### src/rtl/slp_pkg.sv
// shared types, codes and tables of the stepper level positioner
// no dependencies; imported by the channel interfaces and all modules
`timescale 1ns / 1ps

package slp_pkg;

   // default parameter values
   localparam int DEF_LEVEL_COUNT   = 6;
   localparam int DEF_POSITION_BITS = 10;

   // payload field widths
   localparam int OPCODE_BITS   = 2;
   localparam int LEVEL_BITS    = 3;
   localparam int COILS_BITS    = 4;
   localparam int POS_OUT_BITS  = 10;
   localparam int LED_BITS      = 3;
   localparam int CSR_IDX_BITS  = 3;
   localparam int CSR_DATA_BITS = 12;
   localparam int STEP_CNT_BITS = 10;
   localparam int WAIT_BITS     = 12;
   localparam int CHUNK_BITS    = 6;

   typedef logic [OPCODE_BITS-1:0]   opcode_type;
   typedef logic [LEVEL_BITS-1:0]    level_type;
   typedef logic [COILS_BITS-1:0]    coils_type;
   typedef logic [POS_OUT_BITS-1:0]  pos_out_type;
   typedef logic [LED_BITS-1:0]      led_type;
   typedef logic [CSR_IDX_BITS-1:0]  csr_idx_type;
   typedef logic [CSR_DATA_BITS-1:0] csr_data_type;

   // opcodes
   localparam opcode_type OP_TICK = 2'd0;
   localparam opcode_type OP_GOTO = 2'd1;
   localparam opcode_type OP_HOME = 2'd2;

   // register indexes
   localparam csr_idx_type CSR_STEP_TICKS    = 3'd0;
   localparam csr_idx_type CSR_PAUSE_TICKS   = 3'd1;
   localparam csr_idx_type CSR_CHUNK_STEPS   = 3'd2;
   localparam csr_idx_type CSR_LEVEL_SPACING = 3'd3;
   localparam csr_idx_type CSR_HOME_STEPS    = 3'd4;
   localparam csr_idx_type CSR_BACKOFF_STEPS = 3'd5;
   localparam csr_idx_type CSR_SETTLE_TICKS  = 3'd6;

   // led colours
   localparam led_type LED_MAGENTA = 3'b101;
   localparam led_type LED_YELLOW  = 3'b110;

   typedef enum logic [2:0] {
      MODE_IDLE,
      MODE_MOVE_STEP,
      MODE_MOVE_PAUSE,
      MODE_HOME_STEP,
      MODE_HOME_PAUSE,
      MODE_BACK_STEP,
      MODE_BACK_PAUSE
   } mode_type;

   // coil drive per phase: A1,A2,B1,B2
   localparam coils_type COIL_TABLE [4] = '{4'hA, 4'h6, 4'h5, 4'h9};

   // led colour per level
   localparam led_type COLOUR_TABLE [8] = '{
      3'b000, 3'b100, 3'b010, 3'b001, 3'b110, 3'b011, 3'b111, 3'b101
   };

endpackage

### src/rtl/slp_chan_if.sv
// valid/ready channel interfaces for command beats and result beats
// depends on slp_pkg
`timescale 1ns / 1ps

interface slp_req_if import slp_pkg::*; ();
   logic       valid;
   logic       ready;
   opcode_type opcode;
   level_type  level;

   modport source (output valid, output opcode, output level, input ready);
   modport sink   (input valid, input opcode, input level, output ready);
endinterface

interface slp_rsp_if import slp_pkg::*; ();
   logic        valid;
   logic        ready;
   coils_type   coils;
   pos_out_type position;
   led_type     led_rgb;
   logic        busy_res;
   logic        arrived;

   modport source (output valid, output coils, output position, output led_rgb,
                   output busy_res, output arrived, input ready);
   modport sink   (input valid, input coils, input position, input led_rgb,
                   input busy_res, input arrived, output ready);
endinterface

### src/rtl/stepper_level_positioner.sv
// stepper level positioner: full-step gauge pointer with level led
// depends on slp_pkg and the channel interfaces in slp_chan_if.sv
//
// Usage: every beat on req_chan is a tick (time step), a goto-level command or a
// home command; every accepted beat yields exactly one beat on rsp_chan carrying
// the coil drive, tracked position, led colour, busy flag and an arrival pulse.
// Commands received while a move or homing runs are dropped, but still answered.
// The result of a beat is registered and presented in the cycle after acceptance.
// Throughput: one beat per cycle; the whole state update is one pass of counter
// and compare logic between the state registers and the result register.
// When the receiver stalls, the result register holds its beat and req_chan.ready
// stays low until that beat is taken; a beat is accepted in the same cycle the
// pending result leaves. Reset (synchronous, active high) empties the result register,
// stops the motor at phase 0 and position 0, shows magenta and restores the
// register defaults. Registers are written through csr_we/csr_index/csr_wdata;
// the user must do so only while the block is idle; the block does not enforce it.
`timescale 1ns / 1ps

module stepper_level_positioner
   import slp_pkg::*;
#(
   parameter int LEVEL_COUNT   = DEF_LEVEL_COUNT,
   parameter int POSITION_BITS = DEF_POSITION_BITS
) (
   input  logic         clock,
   input  logic         reset,
   slp_req_if.sink      req_chan,
   slp_rsp_if.source    rsp_chan,
   input  logic         csr_we,
   input  csr_idx_type  csr_index,
   input  csr_data_type csr_wdata
);

   localparam int PROD_BITS = 11;
   localparam int CMP_BITS  = PROD_BITS + POSITION_BITS;
   localparam logic [POSITION_BITS-1:0] POS_MAX = '1;
   localparam level_type LEVEL_TOP = LEVEL_BITS'(LEVEL_COUNT - 1);

   // configuration registers
   logic [7:0]               step_ticks_ff;
   logic [WAIT_BITS-1:0]     pause_ticks_ff;
   logic [CHUNK_BITS-1:0]    chunk_steps_ff;
   logic [7:0]               level_spacing_ff;
   logic [STEP_CNT_BITS-1:0] home_steps_ff;
   logic [CHUNK_BITS-1:0]    backoff_steps_ff;
   logic [WAIT_BITS-1:0]     settle_ticks_ff;

   // motion state
   logic [1:0]               phase_ff, phase_in;
   logic [POSITION_BITS-1:0] pointer_position_ff, pointer_position_in;
   logic [POSITION_BITS-1:0] target_position_ff, target_position_in;
   level_type                target_level_ff, target_level_in;
   mode_type                 mode_ff, mode_in;
   logic [WAIT_BITS-1:0]     wait_count_ff, wait_count_in;
   logic [STEP_CNT_BITS-1:0] step_count_ff, step_count_in;
   logic                     direction_ff, direction_in;
   led_type                  led_colour_ff, led_colour_in;
   logic                     arrived_in;

   // result register
   logic        rsp_valid_ff;
   coils_type   rsp_coils_ff, rsp_coils_in;
   pos_out_type rsp_position_ff, rsp_position_in;
   led_type     rsp_led_ff, rsp_led_in;
   logic        rsp_busy_ff, rsp_busy_in;
   logic        rsp_arrived_ff;

   logic                     req_fire;
   logic [CHUNK_BITS-1:0]    chunk_limit;
   logic                     move_forward;
   logic [POSITION_BITS-1:0] move_rem;
   logic [STEP_CNT_BITS-1:0] move_chunk;
   logic                     move_dir;
   logic [STEP_CNT_BITS-1:0] move_count;
   logic [CHUNK_BITS-1:0]    home_chunk;
   logic [POSITION_BITS-1:0] home_left;
   level_type                goto_level;
   level_type                levels_below;
   logic [PROD_BITS-1:0]     goto_prod;
   logic [POSITION_BITS-1:0] goto_target;

   assign req_fire      = req_chan.valid && req_chan.ready;
   assign req_chan.ready = !rsp_valid_ff || rsp_chan.ready;

   assign chunk_limit = (chunk_steps_ff == '0) ? CHUNK_BITS'(1) : chunk_steps_ff;

   // move chunk setup
   assign move_forward = target_position_ff > pointer_position_ff;
   assign move_rem     = move_forward ? target_position_ff - pointer_position_ff
                                      : pointer_position_ff - target_position_ff;
   assign move_chunk   = (move_rem < POSITION_BITS'(chunk_limit))
                         ? STEP_CNT_BITS'(move_rem) : STEP_CNT_BITS'(chunk_limit);
   assign move_dir     = (step_count_ff == '0) ? move_forward : direction_ff;
   assign move_count   = (step_count_ff == '0) ? move_chunk : step_count_ff;

   // homing chunk setup
   assign home_chunk = (step_count_ff < STEP_CNT_BITS'(chunk_limit))
                       ? step_count_ff[CHUNK_BITS-1:0] : chunk_limit;
   assign home_left  = (target_position_ff == '0)
                       ? POSITION_BITS'(home_chunk) : target_position_ff;

   // goto target
   assign goto_level   = (req_chan.level > LEVEL_TOP) ? LEVEL_TOP : req_chan.level;
   assign levels_below = LEVEL_TOP - goto_level;
   assign goto_prod    = PROD_BITS'(level_spacing_ff) * PROD_BITS'(levels_below);
   assign goto_target  = (CMP_BITS'(goto_prod) > CMP_BITS'(POS_MAX))
                         ? POS_MAX : POSITION_BITS'(goto_prod);

   // next state
   always_comb begin
      phase_in            = phase_ff;
      pointer_position_in = pointer_position_ff;
      target_position_in  = target_position_ff;
      target_level_in     = target_level_ff;
      mode_in             = mode_ff;
      wait_count_in       = wait_count_ff;
      step_count_in       = step_count_ff;
      direction_in        = direction_ff;
      led_colour_in       = led_colour_ff;
      arrived_in          = 1'b0;
      if (req_fire) begin
         unique case (req_chan.opcode)
            OP_TICK: begin
               if (mode_ff != MODE_IDLE) begin
                  if (wait_count_ff != '0) begin
                     wait_count_in = wait_count_ff - WAIT_BITS'(1);
                  end else begin
                     unique case (mode_ff)
                        MODE_MOVE_STEP: begin
                           if (step_count_ff == '0 &&
                               pointer_position_ff == target_position_ff) begin
                              mode_in       = MODE_IDLE;
                              led_colour_in = COLOUR_TABLE[target_level_ff];
                              arrived_in    = 1'b1;
                           end else begin
                              direction_in  = move_dir;
                              phase_in      = move_dir ? phase_ff + 2'd1 : phase_ff - 2'd1;
                              wait_count_in = WAIT_BITS'(step_ticks_ff);
                              pointer_position_in = move_dir
                                 ? pointer_position_ff + POSITION_BITS'(1)
                                 : pointer_position_ff - POSITION_BITS'(1);
                              step_count_in = move_count - STEP_CNT_BITS'(1);
                              if (move_count == STEP_CNT_BITS'(1)) begin
                                 mode_in = MODE_MOVE_PAUSE;
                              end
                           end
                        end
                        MODE_MOVE_PAUSE: begin
                           wait_count_in = pause_ticks_ff;
                           mode_in       = MODE_MOVE_STEP;
                        end
                        MODE_HOME_STEP: begin
                           if (step_count_ff == '0) begin
                              wait_count_in = settle_ticks_ff;
                              step_count_in = STEP_CNT_BITS'(backoff_steps_ff);
                              mode_in       = MODE_BACK_STEP;
                           end else begin
                              phase_in           = phase_ff - 2'd1;
                              wait_count_in      = WAIT_BITS'(step_ticks_ff);
                              step_count_in      = step_count_ff - STEP_CNT_BITS'(1);
                              target_position_in = home_left - POSITION_BITS'(1);
                              if (home_left == POSITION_BITS'(1)) begin
                                 mode_in = MODE_HOME_PAUSE;
                              end
                           end
                        end
                        MODE_HOME_PAUSE: begin
                           wait_count_in = pause_ticks_ff;
                           mode_in       = MODE_HOME_STEP;
                        end
                        MODE_BACK_STEP: begin
                           if (step_count_ff == '0) begin
                              wait_count_in = pause_ticks_ff;
                              mode_in       = MODE_BACK_PAUSE;
                           end else begin
                              phase_in      = phase_ff + 2'd1;
                              wait_count_in = WAIT_BITS'(step_ticks_ff);
                              step_count_in = step_count_ff - STEP_CNT_BITS'(1);
                           end
                        end
                        MODE_BACK_PAUSE: begin
                           pointer_position_in = '0;
                           target_position_in  = '0;
                           mode_in             = MODE_IDLE;
                           arrived_in          = 1'b1;
                        end
                        default: begin
                           mode_in = MODE_IDLE;
                        end
                     endcase
                  end
               end
            end
            OP_GOTO: begin
               if (mode_ff == MODE_IDLE) begin
                  target_position_in = goto_target;
                  target_level_in    = goto_level;
                  step_count_in      = '0;
                  wait_count_in      = '0;
                  mode_in            = MODE_MOVE_STEP;
               end
            end
            OP_HOME: begin
               if (mode_ff == MODE_IDLE) begin
                  led_colour_in      = LED_YELLOW;
                  step_count_in      = home_steps_ff;
                  target_position_in = '0;
                  wait_count_in      = '0;
                  mode_in            = MODE_HOME_STEP;
               end
            end
            default: begin
            end
         endcase
      end
   end

   // result payload
   always_comb begin
      rsp_coils_in    = COIL_TABLE[phase_in];
      rsp_position_in = POS_OUT_BITS'(pointer_position_in);
      rsp_led_in      = led_colour_in;
      rsp_busy_in     = mode_in != MODE_IDLE;
   end

   always_ff @(posedge clock) begin
      if (reset) begin
         phase_ff            <= '0;
         pointer_position_ff <= '0;
         target_position_ff  <= '0;
         target_level_ff     <= '0;
         mode_ff             <= MODE_IDLE;
         wait_count_ff       <= '0;
         step_count_ff       <= '0;
         direction_ff        <= 1'b0;
         led_colour_ff       <= LED_MAGENTA;
      end else begin
         phase_ff            <= phase_in;
         pointer_position_ff <= pointer_position_in;
         target_position_ff  <= target_position_in;
         target_level_ff     <= target_level_in;
         mode_ff             <= mode_in;
         wait_count_ff       <= wait_count_in;
         step_count_ff       <= step_count_in;
         direction_ff        <= direction_in;
         led_colour_ff       <= led_colour_in;
      end
   end

   // configuration registers
   always_ff @(posedge clock) begin
      if (reset) begin
         step_ticks_ff    <= 8'd8;
         pause_ticks_ff   <= 12'd200;
         chunk_steps_ff   <= 6'd10;
         level_spacing_ff <= 8'd70;
         home_steps_ff    <= 10'd500;
         backoff_steps_ff <= 6'd5;
         settle_ticks_ff  <= 12'd300;
      end else if (csr_we) begin
         unique case (csr_index)
            CSR_STEP_TICKS:    step_ticks_ff    <= csr_wdata[7:0];
            CSR_PAUSE_TICKS:   pause_ticks_ff   <= csr_wdata[WAIT_BITS-1:0];
            CSR_CHUNK_STEPS:   chunk_steps_ff   <= csr_wdata[CHUNK_BITS-1:0];
            CSR_LEVEL_SPACING: level_spacing_ff <= csr_wdata[7:0];
            CSR_HOME_STEPS:    home_steps_ff    <= csr_wdata[STEP_CNT_BITS-1:0];
            CSR_BACKOFF_STEPS: backoff_steps_ff <= csr_wdata[CHUNK_BITS-1:0];
            CSR_SETTLE_TICKS:  settle_ticks_ff  <= csr_wdata[WAIT_BITS-1:0];
            default: begin
            end
         endcase
      end
   end

   // result register
   always_ff @(posedge clock) begin
      if (reset) begin
         rsp_valid_ff <= 1'b0;
      end else if (req_fire) begin
         rsp_valid_ff <= 1'b1;
      end else if (rsp_chan.ready) begin
         rsp_valid_ff <= 1'b0;
      end
   end

   always_ff @(posedge clock) begin
      if (req_fire) begin
         rsp_coils_ff    <= rsp_coils_in;
         rsp_position_ff <= rsp_position_in;
         rsp_led_ff      <= rsp_led_in;
         rsp_busy_ff     <= rsp_busy_in;
         rsp_arrived_ff  <= arrived_in;
      end
   end

   assign rsp_chan.valid    = rsp_valid_ff;
   assign rsp_chan.coils    = rsp_coils_ff;
   assign rsp_chan.position = rsp_position_ff;
   assign rsp_chan.led_rgb  = rsp_led_ff;
   assign rsp_chan.busy_res = rsp_busy_ff;
   assign rsp_chan.arrived  = rsp_arrived_ff;

endmodule

### src/flat_wrapper.sv
// flat-port wrapper written by rule: the top's interface ports become plain ports
module stepper_level_positioner_flat import slp_pkg::*;
#(
   parameter int LEVEL_COUNT   = DEF_LEVEL_COUNT,
   parameter int POSITION_BITS = DEF_POSITION_BITS
)
  (clock, reset, csr_we, csr_index, csr_wdata, req_chan_valid, req_chan_opcode, req_chan_level, req_chan_ready, rsp_chan_valid, rsp_chan_coils, rsp_chan_position, rsp_chan_led_rgb, rsp_chan_busy_res, rsp_chan_arrived, rsp_chan_ready);
  slp_req_if req_chan_i ();
  slp_rsp_if rsp_chan_i ();
  input  logic clock;
  input  logic reset;
  input  logic csr_we;
  input  csr_idx_type csr_index;
  input  csr_data_type csr_wdata;
  input wire logic [$bits(req_chan_i.valid)-1:0] req_chan_valid;
  input wire logic [$bits(req_chan_i.opcode)-1:0] req_chan_opcode;
  input wire logic [$bits(req_chan_i.level)-1:0] req_chan_level;
  output wire logic [$bits(req_chan_i.ready)-1:0] req_chan_ready;
  output wire logic [$bits(rsp_chan_i.valid)-1:0] rsp_chan_valid;
  output wire logic [$bits(rsp_chan_i.coils)-1:0] rsp_chan_coils;
  output wire logic [$bits(rsp_chan_i.position)-1:0] rsp_chan_position;
  output wire logic [$bits(rsp_chan_i.led_rgb)-1:0] rsp_chan_led_rgb;
  output wire logic [$bits(rsp_chan_i.busy_res)-1:0] rsp_chan_busy_res;
  output wire logic [$bits(rsp_chan_i.arrived)-1:0] rsp_chan_arrived;
  input wire logic [$bits(rsp_chan_i.ready)-1:0] rsp_chan_ready;
  assign req_chan_i.valid = req_chan_valid;
  assign req_chan_i.opcode = req_chan_opcode;
  assign req_chan_i.level = req_chan_level;
  assign req_chan_ready = req_chan_i.ready;
  assign rsp_chan_valid = rsp_chan_i.valid;
  assign rsp_chan_coils = rsp_chan_i.coils;
  assign rsp_chan_position = rsp_chan_i.position;
  assign rsp_chan_led_rgb = rsp_chan_i.led_rgb;
  assign rsp_chan_busy_res = rsp_chan_i.busy_res;
  assign rsp_chan_arrived = rsp_chan_i.arrived;
  assign rsp_chan_i.ready = rsp_chan_ready;
  stepper_level_positioner #(.LEVEL_COUNT(LEVEL_COUNT), .POSITION_BITS(POSITION_BITS)) u_core (.clock(clock), .reset(reset), .req_chan(req_chan_i), .rsp_chan(rsp_chan_i), .csr_we(csr_we), .csr_index(csr_index), .csr_wdata(csr_wdata));
endmodule
### config.mk
export PLATFORM = sky130hd
export DESIGN_NAME = stepper_level_positioner_flat
export DESIGN_NICKNAME = d
export VERILOG_FILES = /design/src/rtl/slp_pkg.sv /design/src/rtl/slp_chan_if.sv /design/src/rtl/stepper_level_positioner.sv /design/src/flat_wrapper.sv
export SDC_FILE = /design/constraint.sdc
export NUM_CORES = 1
export LEC_CHECK = 0
export ABC_AREA = 1
export BUFFER_PORTS_ARGS = -buffer_cell sky130_fd_sc_hd__buf_2
export CORE_ASPECT_RATIO = 1.4
export CORE_MARGIN = 2
export CORE_UTILIZATION = 40
export DETAILED_ROUTE_END_ITERATION = 7
export PLACE_DENSITY = 0.56
export SLEW_MARGIN = 20
export SYNTH_ARGS = -nofsm -noshare
export SYNTH_HDL_FRONTEND = slang
export SYNTH_SLANG_ARGS = --single-unit
### constraint.sdc
create_clock -name clock -period 13 [get_ports clock]
set_clock_uncertainty 0.15 [all_clocks]
set_input_delay 0.65 -clock clock [delete_from_list [all_inputs] [get_ports clock]]
set_output_delay 0.65 -clock clock [all_outputs]
set_load 0.05 [all_outputs]
---- After elaboration in Yosys (flattened, before gate mapping) ----
Memories as Yosys holds them, arrays and structs flattened.
Cells that the tools add are included.
word-level totals
  memory bits (read-only) ................. 24
  input port bits ......................... 25
  logic and storage cells ................. 184
  memories kept ........................... 1
  register bits after elaboration ......... 136
operators by class
  reduce and logical (&&, ||, !) cells .... 31
  mux-type cells .......................... 76
  equal/unequal tests ..................... 29
  multipliers ............................. 1
  add/subtract/negate cells ............... 11
  bitwise logic cells ..................... 6
  order comparisons ....................... 7
memories
  memory            words  bits a word  rd ports  clocked after Yosys merged registers in  wr ports  line                             text
  (name not given)  8      3            1         0                                        0         stepper_level_positioner.sv:133  led_colour_in = COLOUR_TABLE[target_level_ff];
operator list
  cell                                                              count
  2-to-1 mux 10 bit                                                 22
  one-hot mux 10 bit (3 select lines)                               3
  2-to-1 mux 12 bit                                                 6
  2-to-1 mux 3 bit                                                  19
  one-hot mux 12 bit (4 select lines)                               1
  one-hot mux 10 bit (2 select lines)                               2
  subtractor 10 x 1 -> 10 bit (second input constant)               4
  one-hot mux 12 bit (2 select lines)                               1
  == test 10 x 1 -> 1 bit (second input constant)                   2
  zero test 10 bit                                                  2
  < comparator 10 x 6 -> 1 bit                                      2
  subtractor 10 bit                                                 2
  == test 3 bit (second input constant)                             6
  2-to-1 mux 2 bit                                                  8
  one-hot mux 3 bit (5 select lines)                                1
  AND reduction 2 bit                                               7
  == test 3 x 2 -> 1 bit (second input constant)                    4
  2-to-1 mux 6 bit                                                  2
  inequality test 3 bit (second input constant)                     4
  AND reduction 6 bit                                               2
  nonzero test 12 bit                                               1
  subtractor 12 x 1 -> 12 bit (second input constant)               1
  greater-than comparator 11 x 10 -> 1 bit (second input constant)  1
  multiplier 8 x 3 -> 11 bit                                        1
  other kinds (39)                                                  57

---- Longest topological paths before layout ----
  depth after elaboration ................. 14
  depth in mapped cells ................... 35

---- Least setup slack after synthesis ----
No wires, ideal clock.
  kind .................................... register to register
  start point ............................. reg u_core.target_position_ff[0]
  end point ............................... reg u_core.rsp_busy_ff (netlist: u_core.rsp_chan.busy_res), data pin
  setup time .............................. 0.263 ns
  setup slack ............................. 8.886 ns
  cell stages (with the launch flop) ...... 31
  clock period less this slack ............ 4.114 ns
  arrival time ............................ 3.702 ns
  buffers on the path ..................... 1
  cells stage by stage .................... dfxtp_1 -> inv_1 -> ha_1 -> inv_1 -> fa_1 -> nand3_1 -> nand3_2 -> nand2_2 -> buf_6 -> nand2_1 -> nand2_1 -> inv_1 -> ha_1 -> a21oi_1 -> o31a_1 -> nand2_1 -> nor2_8 -> nand3_4 -> o211ai_2 -> nand2_2 -> inv_2 -> ha_1 -> nand2_1 -> nor3_2 -> nand2_1 -> nand2_1 -> nand3_1 -> nand2_1 -> nand2_1 -> nand2_1 -> nand3_1
on the way
  cells in the longest elaborated chain, start to end .. 14
RTL lines
  what                                       line                             text
  from (decl)                                stepper_level_positioner.sv:51   logic [POSITION_BITS-1:0] target_position_ff, target_position_in;
  from (signal assigned)                     stepper_level_positioner.sv:240  target_position_ff <= target_position_in;
  subtractor 10 bit (tied with other cells)  stepper_level_positioner.sv:90   : pointer_position_ff - target_position_ff;
  2-to-1 mux 10 bit                          stepper_level_positioner.sv:89   assign move_rem = move_forward ? target_position_ff - pointer_position_ff
  < comparator 10 x 6 -> 1 bit               stepper_level_positioner.sv:91   assign move_chunk = (move_rem < POSITION_BITS'(chunk_limit))
  2-to-1 mux 10 bit                          stepper_level_positioner.sv:92   ? STEP_CNT_BITS'(move_rem) : STEP_CNT_BITS'(chunk_limit);
  2-to-1 mux 10 bit                          stepper_level_positioner.sv:94   assign move_count = (step_count_ff == '0) ? move_chunk : step_count_ff;
  == test 10 x 1 -> 1 bit                    stepper_level_positioner.sv:143  if (move_count == STEP_CNT_BITS'(1)) begin
  2-to-1 mux 3 bit                           stepper_level_positioner.sv:143
  2-to-1 mux 3 bit                           stepper_level_positioner.sv:130  if (step_count_ff == '0 &&
  one-hot mux 3 bit (5 select lines) (*)     stepper_level_positioner.sv:128  unique case (mode_ff)
  2-to-1 mux 3 bit (*)                       stepper_level_positioner.sv:125  if (wait_count_ff != '0) begin
  2-to-1 mux 3 bit (*)                       stepper_level_positioner.sv:124  if (mode_ff != MODE_IDLE) begin
  one-hot mux 3 bit (3 select lines) (*)     stepper_level_positioner.sv:122  unique case (req_chan.opcode)
  2-to-1 mux 3 bit (*)                       stepper_level_positioner.sv:121  if (req_fire) begin
  nonzero test 3 bit (*)                     stepper_level_positioner.sv:223  rsp_busy_in = mode_in != MODE_IDLE;
  named net u_core.rsp_busy_in               stepper_level_positioner.sv:65   logic rsp_busy_ff, rsp_busy_in;
  to (signal assigned)                       stepper_level_positioner.sv:291  rsp_busy_ff <= rsp_busy_in;
  to (decl)                                  stepper_level_positioner.sv:65
Mark *: on every way through the listed nets, which the timed path passes. The rest lies on a longest branch.
A chain may end at the register's enable or synchronous reset.

---- Worst setup path in the final report ----
  start point ............................. reg u_core.target_position_ff[0]
  end point ............................... reg u_core.rsp_position_ff[9] (netlist: u_core.rsp_chan.position[9]), data pin
on the way
  cells in the longest elaborated chain, start to end .. 9
RTL lines
  what                                     line                             text
  greater-than comparator 10 bit           stepper_level_positioner.sv:88   assign move_forward = target_position_ff > pointer_position_ff;
  2-to-1 mux 1 bit                         stepper_level_positioner.sv:93   assign move_dir = (step_count_ff == '0) ? move_forward : direction_ff;
  2-to-1 mux 10 bit                        stepper_level_positioner.sv:140  ? pointer_position_ff + POSITION_BITS'(1)
  2-to-1 mux 10 bit (*)                    stepper_level_positioner.sv:130
  one-hot mux 10 bit (2 select lines) (*)  stepper_level_positioner.sv:128
  2-to-1 mux 10 bit (*)                    stepper_level_positioner.sv:125
  2-to-1 mux 10 bit (*)                    stepper_level_positioner.sv:124
  2-to-1 mux 10 bit (*)                    stepper_level_positioner.sv:122
  2-to-1 mux 10 bit (*)                    stepper_level_positioner.sv:121
  named net u_core.pointer_position_in[9]  stepper_level_positioner.sv:50   logic [POSITION_BITS-1:0] pointer_position_ff, pointer_position_in;
  to (signal assigned)                     stepper_level_positioner.sv:289  rsp_position_ff <= rsp_position_in;
  to (decl)                                stepper_level_positioner.sv:63   pos_out_type rsp_position_ff, rsp_position_in;
Marked as above.

==> flow_metrics.py <==
metrics = {
    "run_status": {
        "status": "completed",
    },
    "setup_path": {
        "end_kind": "register",
        "path_class": "reg2reg",
        "crit_path_max_incr_delay_ns": 0.54,
        "worst_ep_required_time_ns": 13.03,
        "path_max_fanout": 13,
        "worst_ep_arrival_time_ns": 4.78,
        "crit_chain": "inv_1, ha_1, inv_1, fa_1, nand3_1, nand3_2, nand2_2, inv_2, o21ai_2, ha_1, nand3_1, nand3_1, a21oi_1, o21bai_1, a31oi_1, nor2_1, nor2_1, o21ai_0, or2_2, nand3_1, o21ai_0, mux2i_1, inv_1",
        "worst_path_most_repeated_cell": "nand3_1",
        "cp_slowest_cell": "o21ai_2",
        "cp-start-kind": "register",
    },
    "sta": {
        "finalHoldViolations": 0,
        "min_period_ns": 4.749,
        "rsz0062_at_grt": "no",
        "drv_slew": 0,
        "worst_pin_slew_ns": 0.9675,
        "max_freq_ghz": 0.2106,
        "relSlewSlack_pct": 35.50,
        "finalSetupViolCount": 0,
        "fin_tns_setup_ns": 0,
        "fin_crit_sh_pct": 36.53,
    },
    "cts": {
        "cts_num_sinks": 136,
        "ctsResizeCount": 0,
        "cts_root_buf": "clkbuf_16",
        "postCtsHoldBufs": 0,
        "cts_tree": "built",
        "cts_inserted_buffers": 17,
        "cts_max_level": 4,
        "cts_setup_buffers": 0,
        "clock_latency_ns": 0.44,
        "clkTransAtPathRegs_ns": 0.06,
        "clockBufferDepth": 2,
    },
    "floorplanning": {
        "dieArea_sq_um": 25290,
        "fp.dieH_um": 187.4,
        "die_x_um": 135.0,
        "core_area_sq_um": 23810,
        "initial_core_util_pct": 40.35,
        "io_pins": 46,
        "num_rows": 67,
    },
    "cells_and_area": {
        "syn2layout_area_growth_pct": 11.31,
        "drive_above_1_share_pct": 10.31,
        "nets": 1544,
        "fin_util_pct": 44.91,
        "antenna_cells": 0,
        "fillCellCount": 2554,
    },
    "synthesis": {
        "synth_seq_area_share_pct": 30.32,
        "ys.flop_type": "dfxtp_1",
        "synth_area_sq_um": 9607,
        "synth-async-reset-ratio_pct": 0,
        "synth_fp_nets": 1509,
        "postSynthCellCount": 1417,
        "ys_ff_latch": 136,
        "synth_enable_flop_cells": 19,
        "avgSynthCellArea_sq_um": 6.780,
        "yosysWarningCount": 0,
        "synth_cell_types": 54,
    },
    "global_route": {
        "met3_usage_pct": 3.388,
        "grt_pass1_wl_um": 45910,
        "grt_util_all_layers_pct": 23.20,
        "antenna_found_initial": 0,
        "grt_overflow": 0,
        "top_usage_layer": "met2",
        "grtUsageMet1_pct": 25.89,
        "gr-usage-met2_pct": 42.01,
        "grt_pass1_vias": 9025,
        "grt_max_degree": 75,
    },
    "power_and_ir_drop": {
        "p_per_area_nw_per_um2": 154.3,
        "ir_drop_mv": 0.1017,
        "p_leak_nw": 5.148,
    },
    "placed_design": {
        "port_buffers": 45,
        "gp_congestion": 0.9294,
        "dpl.hpwl_um": 22410,
    },
    "drt": {
        "dr.pass1.iters": 8,
        "wl_per_cell_um": 16.15,
        "drt-initial-drc-count": 525,
        "vias": 9178,
        "drt-vias-per-instance": 5.171,
        "wl_um": 28660,
        "drcViolationCount": 0,
        "antenna_left": 0,
    },
    "worst_hold_path": {
        "hp-class": "in2reg",
    },
    "job": {
        "drv_cap": 0,
    },
}
[cells in the final DEF (no fill, tap or decap), types with 3 or more instances in the layout]
master / n
a22oi_1: 15
edfxtp_1: 19
o22ai_1: 5
o2111ai_1: 3
buf_4: 3
a221oi_1: 8
a21oi_1: 103
buf_2: 45
o21bai_1: 6
inv_1: 199
nor2_1: 186
o21ai_0: 92
xnor2_1: 11
clkbuf_16: 17
a21oi_2: 3
nand2_2: 17
dfxtp_1: 117
fa_1: 10
inv_2: 13
a31oi_1: 8
a211oi_1: 4
nor2_2: 7
nand2_1: 300
o21ai_1: 5
o311ai_0: 4
nor3_1: 14
or2_2: 7
nand2_4: 5
xor2_1: 28
nor2_4: 6
o211ai_1: 13
inv_6: 3
nand3_2: 4
ha_1: 57
nand3_1: 82
nand4_1: 15
[logic make-up after synthesis]
logic type / count (synthesis) / synth area share, %
compound gates: 276 / 16.68
simple gates: 652 / 29.96
flops: 136 / 30.32
mux: 1 / 0.1042
fa+ha+maj: 67 / 9.508
buf+inv: 246 / 9.872
xor+xnor: 39 / 3.556
[cells in the mapped netlist, types with 5 or more instances]
library cell / instances / area share, %
edfxtp_1: 19 / 5.9
a31oi_1: 8 / 0.52
nor2_1: 186 / 7.3
buf_2: 5 / 0.26
xor2_1: 28 / 2.6
or2_2: 7 / 0.46
nand4_1: 15 / 0.98
o211ai_1: 13 / 1.0
o21ai_0: 92 / 4.8
o21bai_1: 6 / 0.47
nor2_4: 6 / 0.70
o21ai_1: 5 / 0.26
nand2_1: 300 / 12
xnor2_1: 11 / 1.0
nand2_4: 5 / 0.59
a22oi_1: 15 / 1.2
inv_2: 12 / 0.47
inv_1: 200 / 7.8
a221oi_1: 8 / 0.73
dfxtp_1: 117 / 24
a21oi_1: 103 / 5.4
o22ai_1: 5 / 0.33
nand3_1: 82 / 4.3
clkbuf_1: 22 / 0.86
nand2_2: 17 / 1.1
ha_1: 57 / 7.4
nor2_2: 7 / 0.46
fa_1: 10 / 2.1
nor3_1: 14 / 0.73
[metal layers]
metal	part of all wire, %	vias to the layer above
li1	-	4698
met1	41	4206
met2	51	212
met3	3.1	62
met4	5.2	0
met5	0	-
[final timing paths]
| kind | from | endpoint | slack (ns) | depth (start not counted) |
|---|---|---|---|---|
| hold reg to reg | u_core.pause_ticks_ff[6] | u_core.pause_ticks_ff[6] | 0.31 | 2 |
| setup reg to reg | u_core.target_position_ff[0] | u_core.rsp_chan.position[9] | 8.25 | 23 |
| hold / removal | csr_wdata[11] | u_core.pause_ticks_ff[11] | 0.30 | 3 |
| setup / recovery | u_core.target_position_ff[0] | u_core.rsp_chan.position[9] | 8.25 | 23 |
[state kept, by name (all words and copies together), names as in the netlist]
name / flops
u_core.pause_ticks_ff: 12
u_core.rsp_chan.coils: 4
u_core.rsp_chan.position: 10
u_core.rsp_chan.arrived: 1
u_core.pointer_position_ff: 10
u_core.chunk_steps_ff: 6
u_core.led_colour_ff: 3
u_core.home_steps_ff: 10
u_core.rsp_chan.busy_res: 1
u_core.backoff_steps_ff: 6
u_core.target_level_ff: 3
u_core.rsp_chan.led_rgb: 3
u_core.mode_ff: 3
u_core.step_ticks_ff: 8
u_core.level_spacing_ff: 8
u_core.step_count_ff: 10
u_core.rsp_chan.valid: 1
u_core.phase_ff: 2
u_core.wait_count_ff: 12
u_core.direction_ff: 1
u_core.target_position_ff: 10
u_core.settle_ticks_ff: 12
[where the power goes]
part           total, W  switching, W  internal (W)
combinational  0.000687      0.000463      0.000223
sequential     0.000469     0.0000195      0.000450
clock          0.000494      0.000199      0.000295
total           0.00165      0.000682      0.000968
[cell type report]
cell class	count	area, sq um	area share, %
Timing Repair Buffer	48	247.7	2.317
Inverter	214	803.3	7.512
Clock buffer	20	456.7	4.271
Tap cell	310	387.9	3.627
Multi-Input combinational cell	1035	5746	53.73
Clock inverter	12	138.9	1.299
Sequential cell	136	2913	27.24
[worst max-delay path, delay by kind of cell, from the launching register on]
kind | cells | cell delay (ns)
AO/OA/AOI/OAI | 6 | 1.16
AND/OR/NAND/NOR | 9 | 1.22
multiplexers | 1 | 0.18
adder cells (fa/ha/maj) | 3 | 1.05
flip-flops | 1 | 0.35
buffers and inverters | 4 | 0.38
[per-stage QoR]
stage	cells	cell area [sq um]	setup slack [ns]	total power [W]	hold slack (ns)
2_1_floorplan	1417	9607	8.886	0.001009	0.2792
3_3_place_gp	1743	10100	8.334	0.001162	0.2893
3_5_place_dp	1743	10100	8.285	0.001160	0.2938
4_1_cts	1775	10690	8.250	0.001658	0.2973
5_1_grt	1775	10690	7.772	0.001759	0.3070
6_report	1775	10690	8.251	0.001650	0.3030
No activity file was read; power rests on OpenSTA's default activity.
